`src/rtl/fqbp_pkg.sv`:
```
`timescale 1ns / 1ps
// ----------------------------------------------------------------------------
// fqbp_pkg
// shared types and constants of the fixed-point quantize bit packer
// ----------------------------------------------------------------------------
package fqbp_pkg;

    // packed output word and input sample layout
    localparam int WORD_BITS    = 16;
    localparam int IN_FRAC_BITS = 16;
    localparam int SAMPLE_W     = 32;
    localparam int INT_PART_W   = SAMPLE_W - IN_FRAC_BITS;

    // bit counts 0..WORD_BITS, and fill level 0..WORD_BITS-1
    localparam int CNT_W  = $clog2(WORD_BITS + 1);
    localparam int FILL_W = $clog2(WORD_BITS);

    // configuration port
    localparam int CFG_IDX_W  = 2;
    localparam int CFG_DATA_W = 5;

    localparam logic [CFG_IDX_W-1:0] CFG_TOTAL_BITS   = 2'd0;
    localparam logic [CFG_IDX_W-1:0] CFG_INTEGER_BITS = 2'd1;

    // legal code widths; anything else falls back to the minimum
    localparam logic [CFG_DATA_W-1:0] TB_MIN = 5'd5;
    localparam logic [CFG_DATA_W-1:0] TB_MAX = 5'(WORD_BITS);

    localparam logic [CFG_DATA_W-1:0] TB_RESET = TB_MIN;
    localparam logic [CFG_DATA_W-1:0] IB_RESET = 5'd0;

    typedef struct packed {
        logic [WORD_BITS-1:0] word;
        logic                 final_word;
    } t_result;

endpackage

```
`src/rtl/fixed_point_quantize_bit_packer_core.sv`:
```
`timescale 1ns / 1ps
// ----------------------------------------------------------------------------
// fixed_point_quantize_bit_packer_core
// truncates unsigned 16.16 samples to total_bits codes and packs them msb
// first into 16-bit words, flushing a padded final word on the last sample
// ----------------------------------------------------------------------------
//
// channel   dir  handshake                  payload
// -------   ---  -------------------------  ----------------------------------
// s stream  in   i_s_tvalid / o_s_tready    tdata: sample_value, tlast: last_sample
// m stream  out  o_m_tvalid / i_m_tready    tdata: packed_word, tlast: final_word
// cfg       in   i_cfg_valid / o_cfg_ready  index + 5-bit data (total/integer bits)
//
// one sample is taken per cycle while o_s_tready is high; its code is formed and
// packed in the cycle of the transfer and its zero, one or two words land in a
// 4-entry result queue; the queue drains one word per cycle while i_m_tready is
// high, so input rate is bounded by the word rate at the output
// o_s_tready is high while the queue has room for two words
// i_rst_n is synchronous, active low; it empties the queue, clears the
// partial word and loads total_bits = 5, integer_bits = 0
// config writes are always accepted and take effect on the next sample
//
module fixed_point_quantize_bit_packer_core (
    input  logic                               i_clk,
    input  logic                               i_rst_n,
    // sample stream
    input  logic                               i_s_tvalid,
    output logic                               o_s_tready,
    input  logic [fqbp_pkg::SAMPLE_W-1:0]      i_s_tdata,   // [31:0] sample_value
    input  logic                               i_s_tlast,   // last_sample
    // packed word stream
    output logic                               o_m_tvalid,
    input  logic                               i_m_tready,
    output logic [fqbp_pkg::WORD_BITS-1:0]     o_m_tdata,   // [15:0] packed_word
    output logic                               o_m_tlast,   // final_word
    // configuration writes
    input  logic                               i_cfg_valid,
    output logic                               o_cfg_ready,
    input  logic [fqbp_pkg::CFG_IDX_W-1:0]     i_cfg_index,
    input  logic [fqbp_pkg::CFG_DATA_W-1:0]    i_cfg_data
);

    localparam int WB     = fqbp_pkg::WORD_BITS;
    localparam int CNT_W  = fqbp_pkg::CNT_W;
    localparam int FILL_W = fqbp_pkg::FILL_W;
    localparam int DW     = fqbp_pkg::CFG_DATA_W;

    // result queue geometry
    localparam int Q_DEPTH = 4;
    localparam int Q_PTR_W = $clog2(Q_DEPTH);
    localparam int Q_CNT_W = $clog2(Q_DEPTH + 1);

    localparam logic [CNT_W-1:0] WORD_CNT = CNT_W'(WB);
    localparam logic [WB-1:0]    ONES     = {WB{1'b1}};

    // configuration registers (raw values, sanitized below)
    logic [DW-1:0] r_total_bits;
    logic [DW-1:0] r_integer_bits;

    // packing state
    logic [WB-1:0]     r_acc;
    logic [FILL_W-1:0] r_bits_filled;
    logic [WB-1:0]     n_acc;
    logic [FILL_W-1:0] n_bits_filled;

    // result queue
    fqbp_pkg::t_result    r_queue [Q_DEPTH];
    logic [Q_PTR_W-1:0]   r_wr_ptr;
    logic [Q_PTR_W-1:0]   r_rd_ptr;
    logic [Q_CNT_W-1:0]   r_count;

    logic s_xfer;
    logic m_xfer;

    // quantizer and packer signals
    logic [CNT_W-1:0]                  tb_eff;
    logic [CNT_W-1:0]                  ib_eff;
    logic [CNT_W-1:0]                  frac_bits;
    logic [fqbp_pkg::INT_PART_W-1:0]   int_part;
    logic [fqbp_pkg::IN_FRAC_BITS-1:0] frac_part;
    logic [WB-1:0]                     int_shift;
    logic [WB-1:0]                     frac_shift;
    logic [WB-1:0]                     code;
    logic [CNT_W-1:0]                  fill_sum;
    logic [CNT_W-1:0]                  space;
    logic [CNT_W-1:0]                  rest;
    logic                              split;
    logic                              full;
    logic [WB-1:0]                     acc_a;
    logic [CNT_W-1:0]                  filled_a;
    logic [WB-1:0]                     acc_b;
    logic [CNT_W-1:0]                  filled_b;
    logic [WB-1:0]                     first_word;
    logic [WB-1:0]                     flush_word;
    fqbp_pkg::t_result                 res0;
    fqbp_pkg::t_result                 res1;
    logic [1:0]                        push_cnt;

    assign o_cfg_ready = 1'b1;
    assign o_s_tready  = (r_count <= Q_CNT_W'(Q_DEPTH - 2));
    assign s_xfer      = i_s_tvalid & o_s_tready;
    assign o_m_tvalid  = (r_count != '0);
    assign m_xfer      = o_m_tvalid & i_m_tready;
    assign o_m_tdata   = r_queue[r_rd_ptr].word;
    assign o_m_tlast   = r_queue[r_rd_ptr].final_word;

    // ------------------------------------------------------------------
    // configuration
    // ------------------------------------------------------------------
    always_ff @(posedge i_clk) begin
        if (!i_rst_n) begin
            r_total_bits   <= fqbp_pkg::TB_RESET;
            r_integer_bits <= fqbp_pkg::IB_RESET;
        end else if (i_cfg_valid && o_cfg_ready) begin
            unique case (i_cfg_index)
                fqbp_pkg::CFG_TOTAL_BITS:   r_total_bits   <= i_cfg_data;
                fqbp_pkg::CFG_INTEGER_BITS: r_integer_bits <= i_cfg_data;
                default: ;
            endcase
        end
    end

    // ------------------------------------------------------------------
    // quantize and pack one sample
    // ------------------------------------------------------------------
    always_comb begin
        // out-of-range code width falls back to the minimum
        if (r_total_bits < fqbp_pkg::TB_MIN || r_total_bits > fqbp_pkg::TB_MAX) begin
            tb_eff = CNT_W'(fqbp_pkg::TB_MIN);
        end else begin
            tb_eff = CNT_W'(r_total_bits);
        end
        // integer bits never exceed the code width
        ib_eff    = (CNT_W'(r_integer_bits) > tb_eff) ? tb_eff : CNT_W'(r_integer_bits);
        frac_bits = tb_eff - ib_eff;

        int_part  = i_s_tdata[fqbp_pkg::SAMPLE_W-1:fqbp_pkg::IN_FRAC_BITS];
        frac_part = i_s_tdata[fqbp_pkg::IN_FRAC_BITS-1:0];

        // zero fraction bits shifts the fraction out entirely
        int_shift  = WB'(int_part) << frac_bits;
        frac_shift = WB'(frac_part >> (CNT_W'(fqbp_pkg::IN_FRAC_BITS) - frac_bits));
        code       = (int_shift | frac_shift) & (ONES >> (WORD_CNT - tb_eff));

        fill_sum = CNT_W'(r_bits_filled) + tb_eff;
        split    = (fill_sum > WORD_CNT);
        space    = WORD_CNT - CNT_W'(r_bits_filled);
        rest     = fill_sum - WORD_CNT;

        if (split) begin
            // code straddles the word boundary
            first_word = (r_acc << space) | (code >> rest);
            acc_a      = code & (ONES >> (WORD_CNT - rest));
            filled_a   = rest;
        end else begin
            first_word = (r_acc << tb_eff) | code;
            acc_a      = first_word;
            filled_a   = fill_sum;
        end

        // word filled exactly
        full = (filled_a == WORD_CNT);
        if (full) begin
            acc_b    = '0;
            filled_b = '0;
        end else begin
            acc_b    = acc_a;
            filled_b = filled_a;
        end

        // left-aligned padded flush word, zero when nothing remains
        flush_word = acc_b << (WORD_CNT - filled_b);

        res1.word       = flush_word;
        res1.final_word = 1'b1;
        if (split || full) begin
            res0.word       = first_word;
            res0.final_word = 1'b0;
        end else begin
            res0 = res1;
        end
        push_cnt = 2'({1'b0, split | full}) + 2'({1'b0, i_s_tlast});

        if (i_s_tlast) begin
            n_acc         = '0;
            n_bits_filled = '0;
        end else begin
            n_acc         = acc_b;
            n_bits_filled = FILL_W'(filled_b);
        end
    end

    always_ff @(posedge i_clk) begin
        if (!i_rst_n) begin
            r_acc         <= '0;
            r_bits_filled <= '0;
        end else if (s_xfer) begin
            r_acc         <= n_acc;
            r_bits_filled <= n_bits_filled;
        end
    end

    // ------------------------------------------------------------------
    // result queue: up to two pushes and one pop per cycle
    // ------------------------------------------------------------------
    always_ff @(posedge i_clk) begin
        if (s_xfer && push_cnt != 2'd0) begin
            r_queue[r_wr_ptr] <= res0;
        end
        if (s_xfer && push_cnt == 2'd2) begin
            r_queue[r_wr_ptr + Q_PTR_W'(1)] <= res1;
        end
    end

    always_ff @(posedge i_clk) begin
        if (!i_rst_n) begin
            r_wr_ptr <= '0;
            r_rd_ptr <= '0;
            r_count  <= '0;
        end else begin
            if (s_xfer) begin
                r_wr_ptr <= r_wr_ptr + Q_PTR_W'(push_cnt);
            end
            if (m_xfer) begin
                r_rd_ptr <= r_rd_ptr + Q_PTR_W'(1);
            end
            r_count <= r_count + (s_xfer ? Q_CNT_W'(push_cnt) : '0)
                       - Q_CNT_W'(m_xfer);
        end
    end

endmodule

```
`config.mk`:
```
export PLATFORM = sky130hd
export DESIGN_NAME = fixed_point_quantize_bit_packer_core
export DESIGN_NICKNAME = d
export VERILOG_FILES = /design/src/rtl/fqbp_pkg.sv /design/src/rtl/fixed_point_quantize_bit_packer_core.sv
export SDC_FILE = /design/constraint.sdc
export NUM_CORES = 1
export LEC_CHECK = 0
export BUFFER_PORTS_ARGS = -buffer_cell sky130_fd_sc_hd__buf_2
export CORE_ASPECT_RATIO = 2
export CORE_MARGIN = 5
export CORE_UTILIZATION = 55
export CTS_CLUSTER_DIAMETER = 100
export DETAILED_ROUTE_END_ITERATION = 16
export PLACE_DENSITY = 0.84
export SLEW_MARGIN = 0
export SYNTH_ARGS = -nofsm -noshare
export SYNTH_HDL_FRONTEND = slang
export SYNTH_SLANG_ARGS = --single-unit
```
`constraint.sdc`:
```
create_clock -name i_clk -period 9.4 [get_ports i_clk]
set_input_delay 0.47 -clock i_clk [delete_from_list [all_inputs] [get_ports i_clk]]
set_output_delay 0.47 -clock i_clk [all_outputs]
set_load 0.03 [all_outputs]
```
---- Yosys cells after proc, flatten, opt, wreduce, memory -nomap -nowiden ----
Memory sizes are Yosys's and may differ from the RTL's. A register that Yosys moved wholly into a read port is not among the register bits.
Cells that the tools add are included.
cells by class
  add/sub/neg operators ................... 14
  multiply operators ...................... 0
  divide/modulo/power cells ............... 0
  $lt $le $gt $ge ......................... 5
  eq/ne operators ......................... 3
  shifts and indexed selects .............. 8
  multiplexer cells ....................... 17
  bitwise gates (word level) .............. 8
  reductions and logical operators ........ 9
operators with widths
  cell                                                                               count
  16-bit 2-to-1 mux                                                                  4
  16-bit by 5-bit << shifter with 16-bit output                                      4
  16-bit bitwise OR                                                                  3
  16-bit bitwise AND                                                                 2
  16-bit by 5-bit >> shifter with 16-bit output                                      2
  16-bit by 5-bit >> shifter with 16-bit output (first input constant)               2
  5-bit 2-to-1 mux                                                                   4
  5-bit subtractor (first input constant)                                            4
  17-bit 2-to-1 mux                                                                  1
  5-bit greater-than comparator (second input constant)                              2
  2-bit 2-to-1 mux                                                                   3
  4-bit by 5-bit adder with 5-bit output                                             1
  5-bit == test (second input constant)                                              1
  5-bit greater-than comparator                                                      1
  5-bit by 3-bit < comparator with 1-bit output (second input constant)              1
  5-bit by 4-bit subtractor with 5-bit output (first input constant)                 1
  5-bit subtractor                                                                   1
  5-bit subtractor (second input constant)                                           1
  2-bit by 1-bit adder with 2-bit output (second input constant)                     2
  1-bit 2-to-1 mux                                                                   4
  4-bit 2-to-1 mux                                                                   1
  2-bit AND reduction                                                                2
  3-bit by 2-bit adder with 3-bit output                                             1
  3-bit by 2-bit less-or-equal comparator with 1-bit output (second input constant)  1
  other kinds (12)                                                                   15
storage, ports and cells
  bits in registers ....................... 37
  bits in latches ......................... 0
  RAM bits ................................ 68
  ROM bits ................................ 0
  input port bits ......................... 45
  output and inout bits ................... 20
  logic and storage cells ................. 72
  memories ................................ 1
memory list
  memory   depth  width  rd ports  clocked after Yosys merged registers in  write ports  line                                        source
  r_queue  4      17     1         1                                        2            fixed_point_quantize_bit_packer_core.sv:67  fqbp_pkg::t_result r_queue [Q_DEPTH];

---- Logic depth before layout (Yosys ltp) ----
  depth after elaboration ................. 15
  depth in mapped cells ................... 33
  gate-level depth less buffers ........... 27

---- Worst setup path before layout ----
Ideal clock, no wire load.
  path kind ............................... register to register
  start point ............................. register r_total_bits[2]
  end point ............................... memory r_queue[2][16] (netlist name) (data pin)
  library setup time ...................... 0.277 ns
  data arrival time ....................... 7.113 ns
  data required time ...................... 9.123 ns
  setup slack ............................. 2.010 ns
  cell stages (with the launch flop) ...... 30
  cell sequence ........................... dfxtp_1 buf_2 clkbuf_1 o21ai_0 or2_2 clkbuf_1 clkbuf_1 ha_1 inv_1 a2111oi_2 o21ai_0 nand2_1 nor2_1 nor2_1 mux2_2 fa_1 ha_1 clkbuf_1 mux2_2 nor2_1 a21oi_1 o2111ai_1 nor2_1 or4_1 o22ai_1 mux2i_1 a221o_1 a32oi_1 and2_1 o32ai_1
RTL lines
  item                      line                                         source
  start: declaration        fixed_point_quantize_bit_packer_core.sv:57   logic [DW-1:0] r_total_bits;
  start signal: assignment  fixed_point_quantize_bit_packer_core.sv:112  r_total_bits <= fqbp_pkg::TB_RESET;
  start signal: assignment  fixed_point_quantize_bit_packer_core.sv:116  fqbp_pkg::CFG_TOTAL_BITS: r_total_bits <= i_cfg_data;
  end: declaration          fixed_point_quantize_bit_packer_core.sv:67

==> impl_results.html <==
<table>
<tr><th>Metric</th><th>Value</th></tr>
<tr><th colspan="2">Status</th></tr>
<tr><td>Run status</td><td>finished, final reports clean</td></tr>
<tr><th colspan="2">STA</th></tr>
<tr><td>RSZ-0062 raised after global routing</td><td>no</td></tr>
<tr><td>Count of final setup violators</td><td>0</td></tr>
<tr><td>Share of the cycle needed by the critical path after routing</td><td>0.926</td></tr>
<tr><td>Worst relative slew slack</td><td>0.0585</td></tr>
<tr><td>Final hold vios</td><td>0</td></tr>
<tr><td>Achievable clock frequency</td><td>around 110 MHz</td></tr>
<tr><td>Final period demand of the worst path</td><td>roughly 8.7 ns</td></tr>
<tr><td>Pins Over Slew Limit</td><td>0</td></tr>
<tr><td>Worst clock skew</td><td>0.0131 ns</td></tr>
<tr><td>Final sum of negative setup slack</td><td>0 ns</td></tr>
<tr><td>Worst Tran Pin Value</td><td>around 1.4 ns</td></tr>
<tr><th colspan="2">Setup path</th></tr>
<tr><td>Critical Path Start Type</td><td>flop</td></tr>
<tr><td>Setup slack, reg-to-reg</td><td>between 0.6 and 0.7 ns</td></tr>
<tr><td>Largest fanout of any net on the critical path</td><td>19</td></tr>
<tr><td>Critical Path Sink Type</td><td>flop</td></tr>
<tr><td>Worst setup path category</td><td>reg -&gt; reg</td></tr>
<tr><td>Required time at the endpoint of the critical path</td><td>roughly 9.5 ns</td></tr>
<tr><td>Worst endpoint data arrival time</td><td>8.78 ns</td></tr>
<tr><th colspan="2">Clock network</th></tr>
<tr><td>Clock transition at the register clock pins on the worst setup and hold paths after CTS</td><td>about 0.080 ns</td></tr>
<tr><td>Clk sink count</td><td>between 100 and 150</td></tr>
<tr><td>CTS hold repair buffers</td><td>0</td></tr>
<tr><td>Clock buffer count from CTS</td><td>9</td></tr>
<tr><td>Post-CTS Repair Setup Buffers</td><td>0</td></tr>
<tr><td>Maximum buffer depth of the clock tree</td><td>2</td></tr>
<tr><td>CTS tree</td><td>done</td></tr>
<tr><td>Root buffer selected by CTS</td><td>sky130_fd_sc_hd__clkbuf_16</td></tr>
<tr><td>H-tree Lvls</td><td>3</td></tr>
<tr><td>Insertion delay of the later-clocked pin in the worst-skew pair</td><td>around 0.37 ns</td></tr>
<tr><td>Post-CTS resize count</td><td>0</td></tr>
<tr><th colspan="2">Drt</th></tr>
<tr><td>Number of search-and-repair iterations in the first detailed-routing pass</td><td>6</td></tr>
<tr><td>Met2 WL post-DR</td><td>24300 um</td></tr>
<tr><td>Total wire length</td><td>between 40000 and 50000 um</td></tr>
<tr><td>Number of nets with antenna violations after routing</td><td>0</td></tr>
<tr><td>Via-to-Cell Ratio</td><td>roughly 7.4</td></tr>
<tr><td>WL per Instance</td><td>just under 30 um</td></tr>
<tr><td>Routed met1 length</td><td>around 15000 um</td></tr>
<tr><td>Highest Signal Layer</td><td>met5</td></tr>
<tr><td>Routed met3 length</td><td>4080 um</td></tr>
<tr><td>Starting DRC count in detailed routing</td><td>1358</td></tr>
<tr><td>Via count</td><td>between 10000 and 15000</td></tr>
<tr><td>DR DRC count</td><td>0</td></tr>
<tr><th colspan="2">Place</th></tr>
<tr><td>Detailed placement HPWL</td><td>~38000 um</td></tr>
<tr><td>Number of port buffers</td><td>63</td></tr>
<tr><td>Routability-driven placement congestion ratio</td><td>between 1 and 1.5</td></tr>
<tr><td>Standard cell area after detailed placement</td><td>about 12000 sq um</td></tr>
<tr><th colspan="2">Logic synthesis</th></tr>
<tr><td>Fraction of synthesis flops using an asynchronous set or reset pin</td><td>0</td></tr>
<tr><td>Netlist area before placement</td><td>around 12000 sq um</td></tr>
<tr><td>Mapped Avg Cell Area</td><td>8.25 sq um</td></tr>
<tr><td>Flip-flop and latch count after synthesis</td><td>approximately 110</td></tr>
<tr><td>Main flop type after synthesis</td><td>sky130_fd_sc_hd__edfxtp_1</td></tr>
<tr><td>Gate count of the mapped netlist</td><td>~1400</td></tr>
<tr><td>Synth warnings</td><td>0</td></tr>
<tr><td>Synth Net Count</td><td>between 1000 and 1500</td></tr>
<tr><td>Register area share after synthesis</td><td>0.238</td></tr>
<tr><td>Distinct cell type count after synthesis</td><td>approximately 100</td></tr>
<tr><td>Number of enable-type register cells in the synthesized netlist</td><td>between 60 and 70</td></tr>
<tr><th colspan="2">Floorplan</th></tr>
<tr><td>Overall die area</td><td>approximately 24000 sq um</td></tr>
<tr><td>Die Height</td><td>between 200 and 250 um</td></tr>
<tr><td>Die width</td><td>113 um</td></tr>
<tr><td>Area of the core</td><td>approximately 21000 sq um</td></tr>
<tr><td>Starting density of the core</td><td>0.558</td></tr>
<tr><td>I/O pin count</td><td>65</td></tr>
<tr><td>Row Count</td><td>between 70 and 80</td></tr>
<tr><th colspan="2">Flow run</th></tr>
<tr><td>Number of max-cap violations</td><td>0</td></tr>
<tr><th colspan="2">Global routing</th></tr>
<tr><td>Overall overflow remaining after global route</td><td>0</td></tr>
<tr><td>Maximum number of pins on one net before global-route repair</td><td>39</td></tr>
<tr><td>Overall fraction of global-route tracks in use</td><td>0.406</td></tr>
<tr><td>Number of global-route vias before repair</td><td>between 10000 and 15000</td></tr>
<tr><td>Initial antenna violation count</td><td>5</td></tr>
<tr><td>First-pass GRT wire length</td><td>74800 um</td></tr>
<tr><th colspan="2">Final layout</th></tr>
<tr><td>Synthesis-to-finish area growth</td><td>6.98%</td></tr>
<tr><td>Proportion of layout cells with a drive suffix above 1</td><td>0.157</td></tr>
<tr><td>Design Area, Final</td><td>12500 sq um</td></tr>
<tr><td>Net count of the finished layout</td><td>1509</td></tr>
<tr><th colspan="2">Power</th></tr>
<tr><td>IR Drop Worst-Case VDD</td><td>roughly 0.00015 V</td></tr>
<tr><td>Power density relative to cell area</td><td>about 170 nW/um^2</td></tr>
<tr><td>Static leakage</td><td>between 4 and 5 nW</td></tr>
<tr><th colspan="2">Worst hold path</th></tr>
<tr><td>Class of the worst hold path</td><td>in -&gt; reg</td></tr>
</table>
-- per-layer routing --
metal  track usage  vias to the layer above
met1         0.376                     5867
met2         0.703                      882
met3        0.0959                      356
met5       0.00417                        -
li1              -                     5486
met4         0.393                        8
-- cells by family (layout without fill, tap and decap cells) --
group	Yosys count	count (layout)	share of synthesized area
simple gates	502	502	0.209
flops	107	107	0.238
buf+inv	135	154	0.0458
compound gates	454	454	0.271
mux	157	157	0.177
other cells	1	3	0.000321
fa+ha+maj	37	37	0.0412
xor+xnor	22	22	0.0177
-- power by group --
part	internal [W]	total, W	switching (W)
Sequential	0.000534	0.000575	0.0000410
Clock	0.000183	0.000363	0.000181
Combinational	0.000417	0.00124	0.000825
Total	0.00113	0.00218	0.00105
-- final timing paths --
path,from,to,cells past startpoint
worst min-delay path,i_cfg_data[2],r_total_bits[2],3
worst min register to register,r_queue[2][0],r_queue[2][0],2
worst max register to register,r_total_bits[2],r_queue[3][16],25
worst max-delay path,r_total_bits[2],r_queue[3][16],25
-- state kept, by name, summed over array words and instances (netlist names), named ones only --
register,flops
r_acc,16
r_integer_bits,5
r_total_bits,5
r_queue,68
r_rd_ptr,2
r_count,3
r_bits_filled,4
r_wr_ptr,2
-- worst max-delay path, stage by stage, from the launching register on --
cell and delay, ns:
sky130_fd_sc_hd__dfxtp_1 0.74, sky130_fd_sc_hd__o21ai_0 0.21, sky130_fd_sc_hd__or2_2 0.49, sky130_fd_sc_hd__ha_1 0.27, sky130_fd_sc_hd__maj3_1 0.35, sky130_fd_sc_hd__o21ai_0 0.29, sky130_fd_sc_hd__nand2_1 0.24, sky130_fd_sc_hd__nor2_1 0.18
sky130_fd_sc_hd__nor2_1 0.12, sky130_fd_sc_hd__nand2_1 0.09, sky130_fd_sc_hd__o21ai_0 0.08, sky130_fd_sc_hd__ha_1 0.25, sky130_fd_sc_hd__fa_1 0.56, sky130_fd_sc_hd__ha_1 0.89, sky130_fd_sc_hd__mux2_2 0.42, sky130_fd_sc_hd__nor2_1 0.08
sky130_fd_sc_hd__a21oi_1 0.08, sky130_fd_sc_hd__o2111ai_1 0.40, sky130_fd_sc_hd__nor2_1 0.10, sky130_fd_sc_hd__or4_1 0.54, sky130_fd_sc_hd__o22ai_1 0.44, sky130_fd_sc_hd__mux2i_1 0.27, sky130_fd_sc_hd__a221o_1 0.38, sky130_fd_sc_hd__a32oi_1 0.51
sky130_fd_sc_hd__and2_1 0.29, sky130_fd_sc_hd__o32ai_1 0.13
-- cell usage in the layout (no fill, tap or decap), drive strengths merged, types with 11 or more instances in the layout --
| master | Yosys | layout |
|---|---|---|
| nand2 | 166 | 166 |
| nor2 | 116 | 116 |
| buf | 22 | 100 |
| o21ai | 94 | 94 |
| mux2i | 90 | 90 |
| a21oi | 84 | 84 |
| edfxtp | 64 | 64 |
| o22ai | 43 | 43 |
| dfxtp | 43 | 43 |
| inv | 37 | 41 |
| nand3 | 38 | 38 |
| and2 | 37 | 37 |
| mux4 | 35 | 35 |
| nor3 | 34 | 34 |
| mux2 | 32 | 32 |
| ha | 32 | 32 |
| o211ai | 32 | 32 |
| nor2b | 22 | 22 |
| a31oi | 20 | 20 |
| a211oi | 16 | 16 |
| xnor2 | 14 | 14 |
| or3 | 13 | 13 |
| o221ai | 13 | 13 |
| or2 | 13 | 13 |
| o31ai | 11 | 11 |
| a22oi | 11 | 11 |
| a32o | 11 | 11 |
| clkbuf | 75 | 11 |
-- synth_stat cells (7+ instances only) --
cell / n / area [sq um]
sky130_fd_sc_hd__xor2_1: 7 / 61.3
sky130_fd_sc_hd__a211oi_1: 15 / 113
sky130_fd_sc_hd__nand4_1: 8 / 50.1
sky130_fd_sc_hd__nor4_1: 10 / 62.6
sky130_fd_sc_hd__clkbuf_1: 75 / 282
sky130_fd_sc_hd__o41ai_1: 8 / 70.1
sky130_fd_sc_hd__nand2b_1: 9 / 56.3
sky130_fd_sc_hd__o32ai_1: 8 / 70.1
sky130_fd_sc_hd__or2_2: 12 / 75.1
sky130_fd_sc_hd__a32o_1: 11 / 110
sky130_fd_sc_hd__o31ai_1: 11 / 82.6
sky130_fd_sc_hd__or3_1: 13 / 81.3
sky130_fd_sc_hd__a31oi_1: 20 / 125
sky130_fd_sc_hd__and3_1: 9 / 56.3
sky130_fd_sc_hd__nor2_1: 115 / 432
sky130_fd_sc_hd__inv_1: 33 / 124
sky130_fd_sc_hd__o22ai_1: 43 / 269
sky130_fd_sc_hd__and2_1: 36 / 225
sky130_fd_sc_hd__mux2_2: 32 / 360
sky130_fd_sc_hd__a21oi_1: 82 / 410
sky130_fd_sc_hd__xnor2_1: 14 / 123
sky130_fd_sc_hd__a32oi_1: 7 / 61.3
sky130_fd_sc_hd__ha_1: 32 / 400
sky130_fd_sc_hd__o221ai_1: 13 / 114
sky130_fd_sc_hd__buf_1: 11 / 41.3
sky130_fd_sc_hd__mux4_2: 35 / 788
sky130_fd_sc_hd__a221oi_1: 8 / 70.1
sky130_fd_sc_hd__o21ai_0: 89 / 445
sky130_fd_sc_hd__nor2b_1: 22 / 138
sky130_fd_sc_hd__a21o_1: 9 / 67.6
sky130_fd_sc_hd__a22oi_1: 11 / 82.6
sky130_fd_sc_hd__buf_2: 8 / 40.0
sky130_fd_sc_hd__nand3_1: 38 / 190
sky130_fd_sc_hd__mux2i_1: 88 / 881
sky130_fd_sc_hd__edfxtp_1: 64 / 1920
sky130_fd_sc_hd__nand2_1: 166 / 623
sky130_fd_sc_hd__o21a_1: 8 / 60.1
sky130_fd_sc_hd__o211ai_1: 31 / 233
sky130_fd_sc_hd__nor3_1: 33 / 165
sky130_fd_sc_hd__dfxtp_1: 43 / 861
-- through the flow --
step                power, W   util  setup WS [ns]  hold slack [ns]  cells
floorplan            0.00141      -           2.01            0.418   1415
global placement     0.00174  0.583           1.28            0.427   1687
detailed placement   0.00177  0.583           1.07            0.440   1687
CTS                  0.00212  0.596           1.01            0.333   1703
global route         0.00227  0.596          0.383            0.358   1703
finish               0.00218  0.597          0.696            0.342   1705
-- final cells by class --
class	count	area, sq um
Fill cell	1885	8440
Multi-Input combinational cell	1173	8350
Sequential cell	107	2780
Timing Repair Buffer	100	593
Tap cell	269	337
Clock buffer	11	234
Inverter	38	145
Clock inverter	5	35.0
Antenna cell	2	5.00
Note: power is estimated with default switching activity, not from simulation.
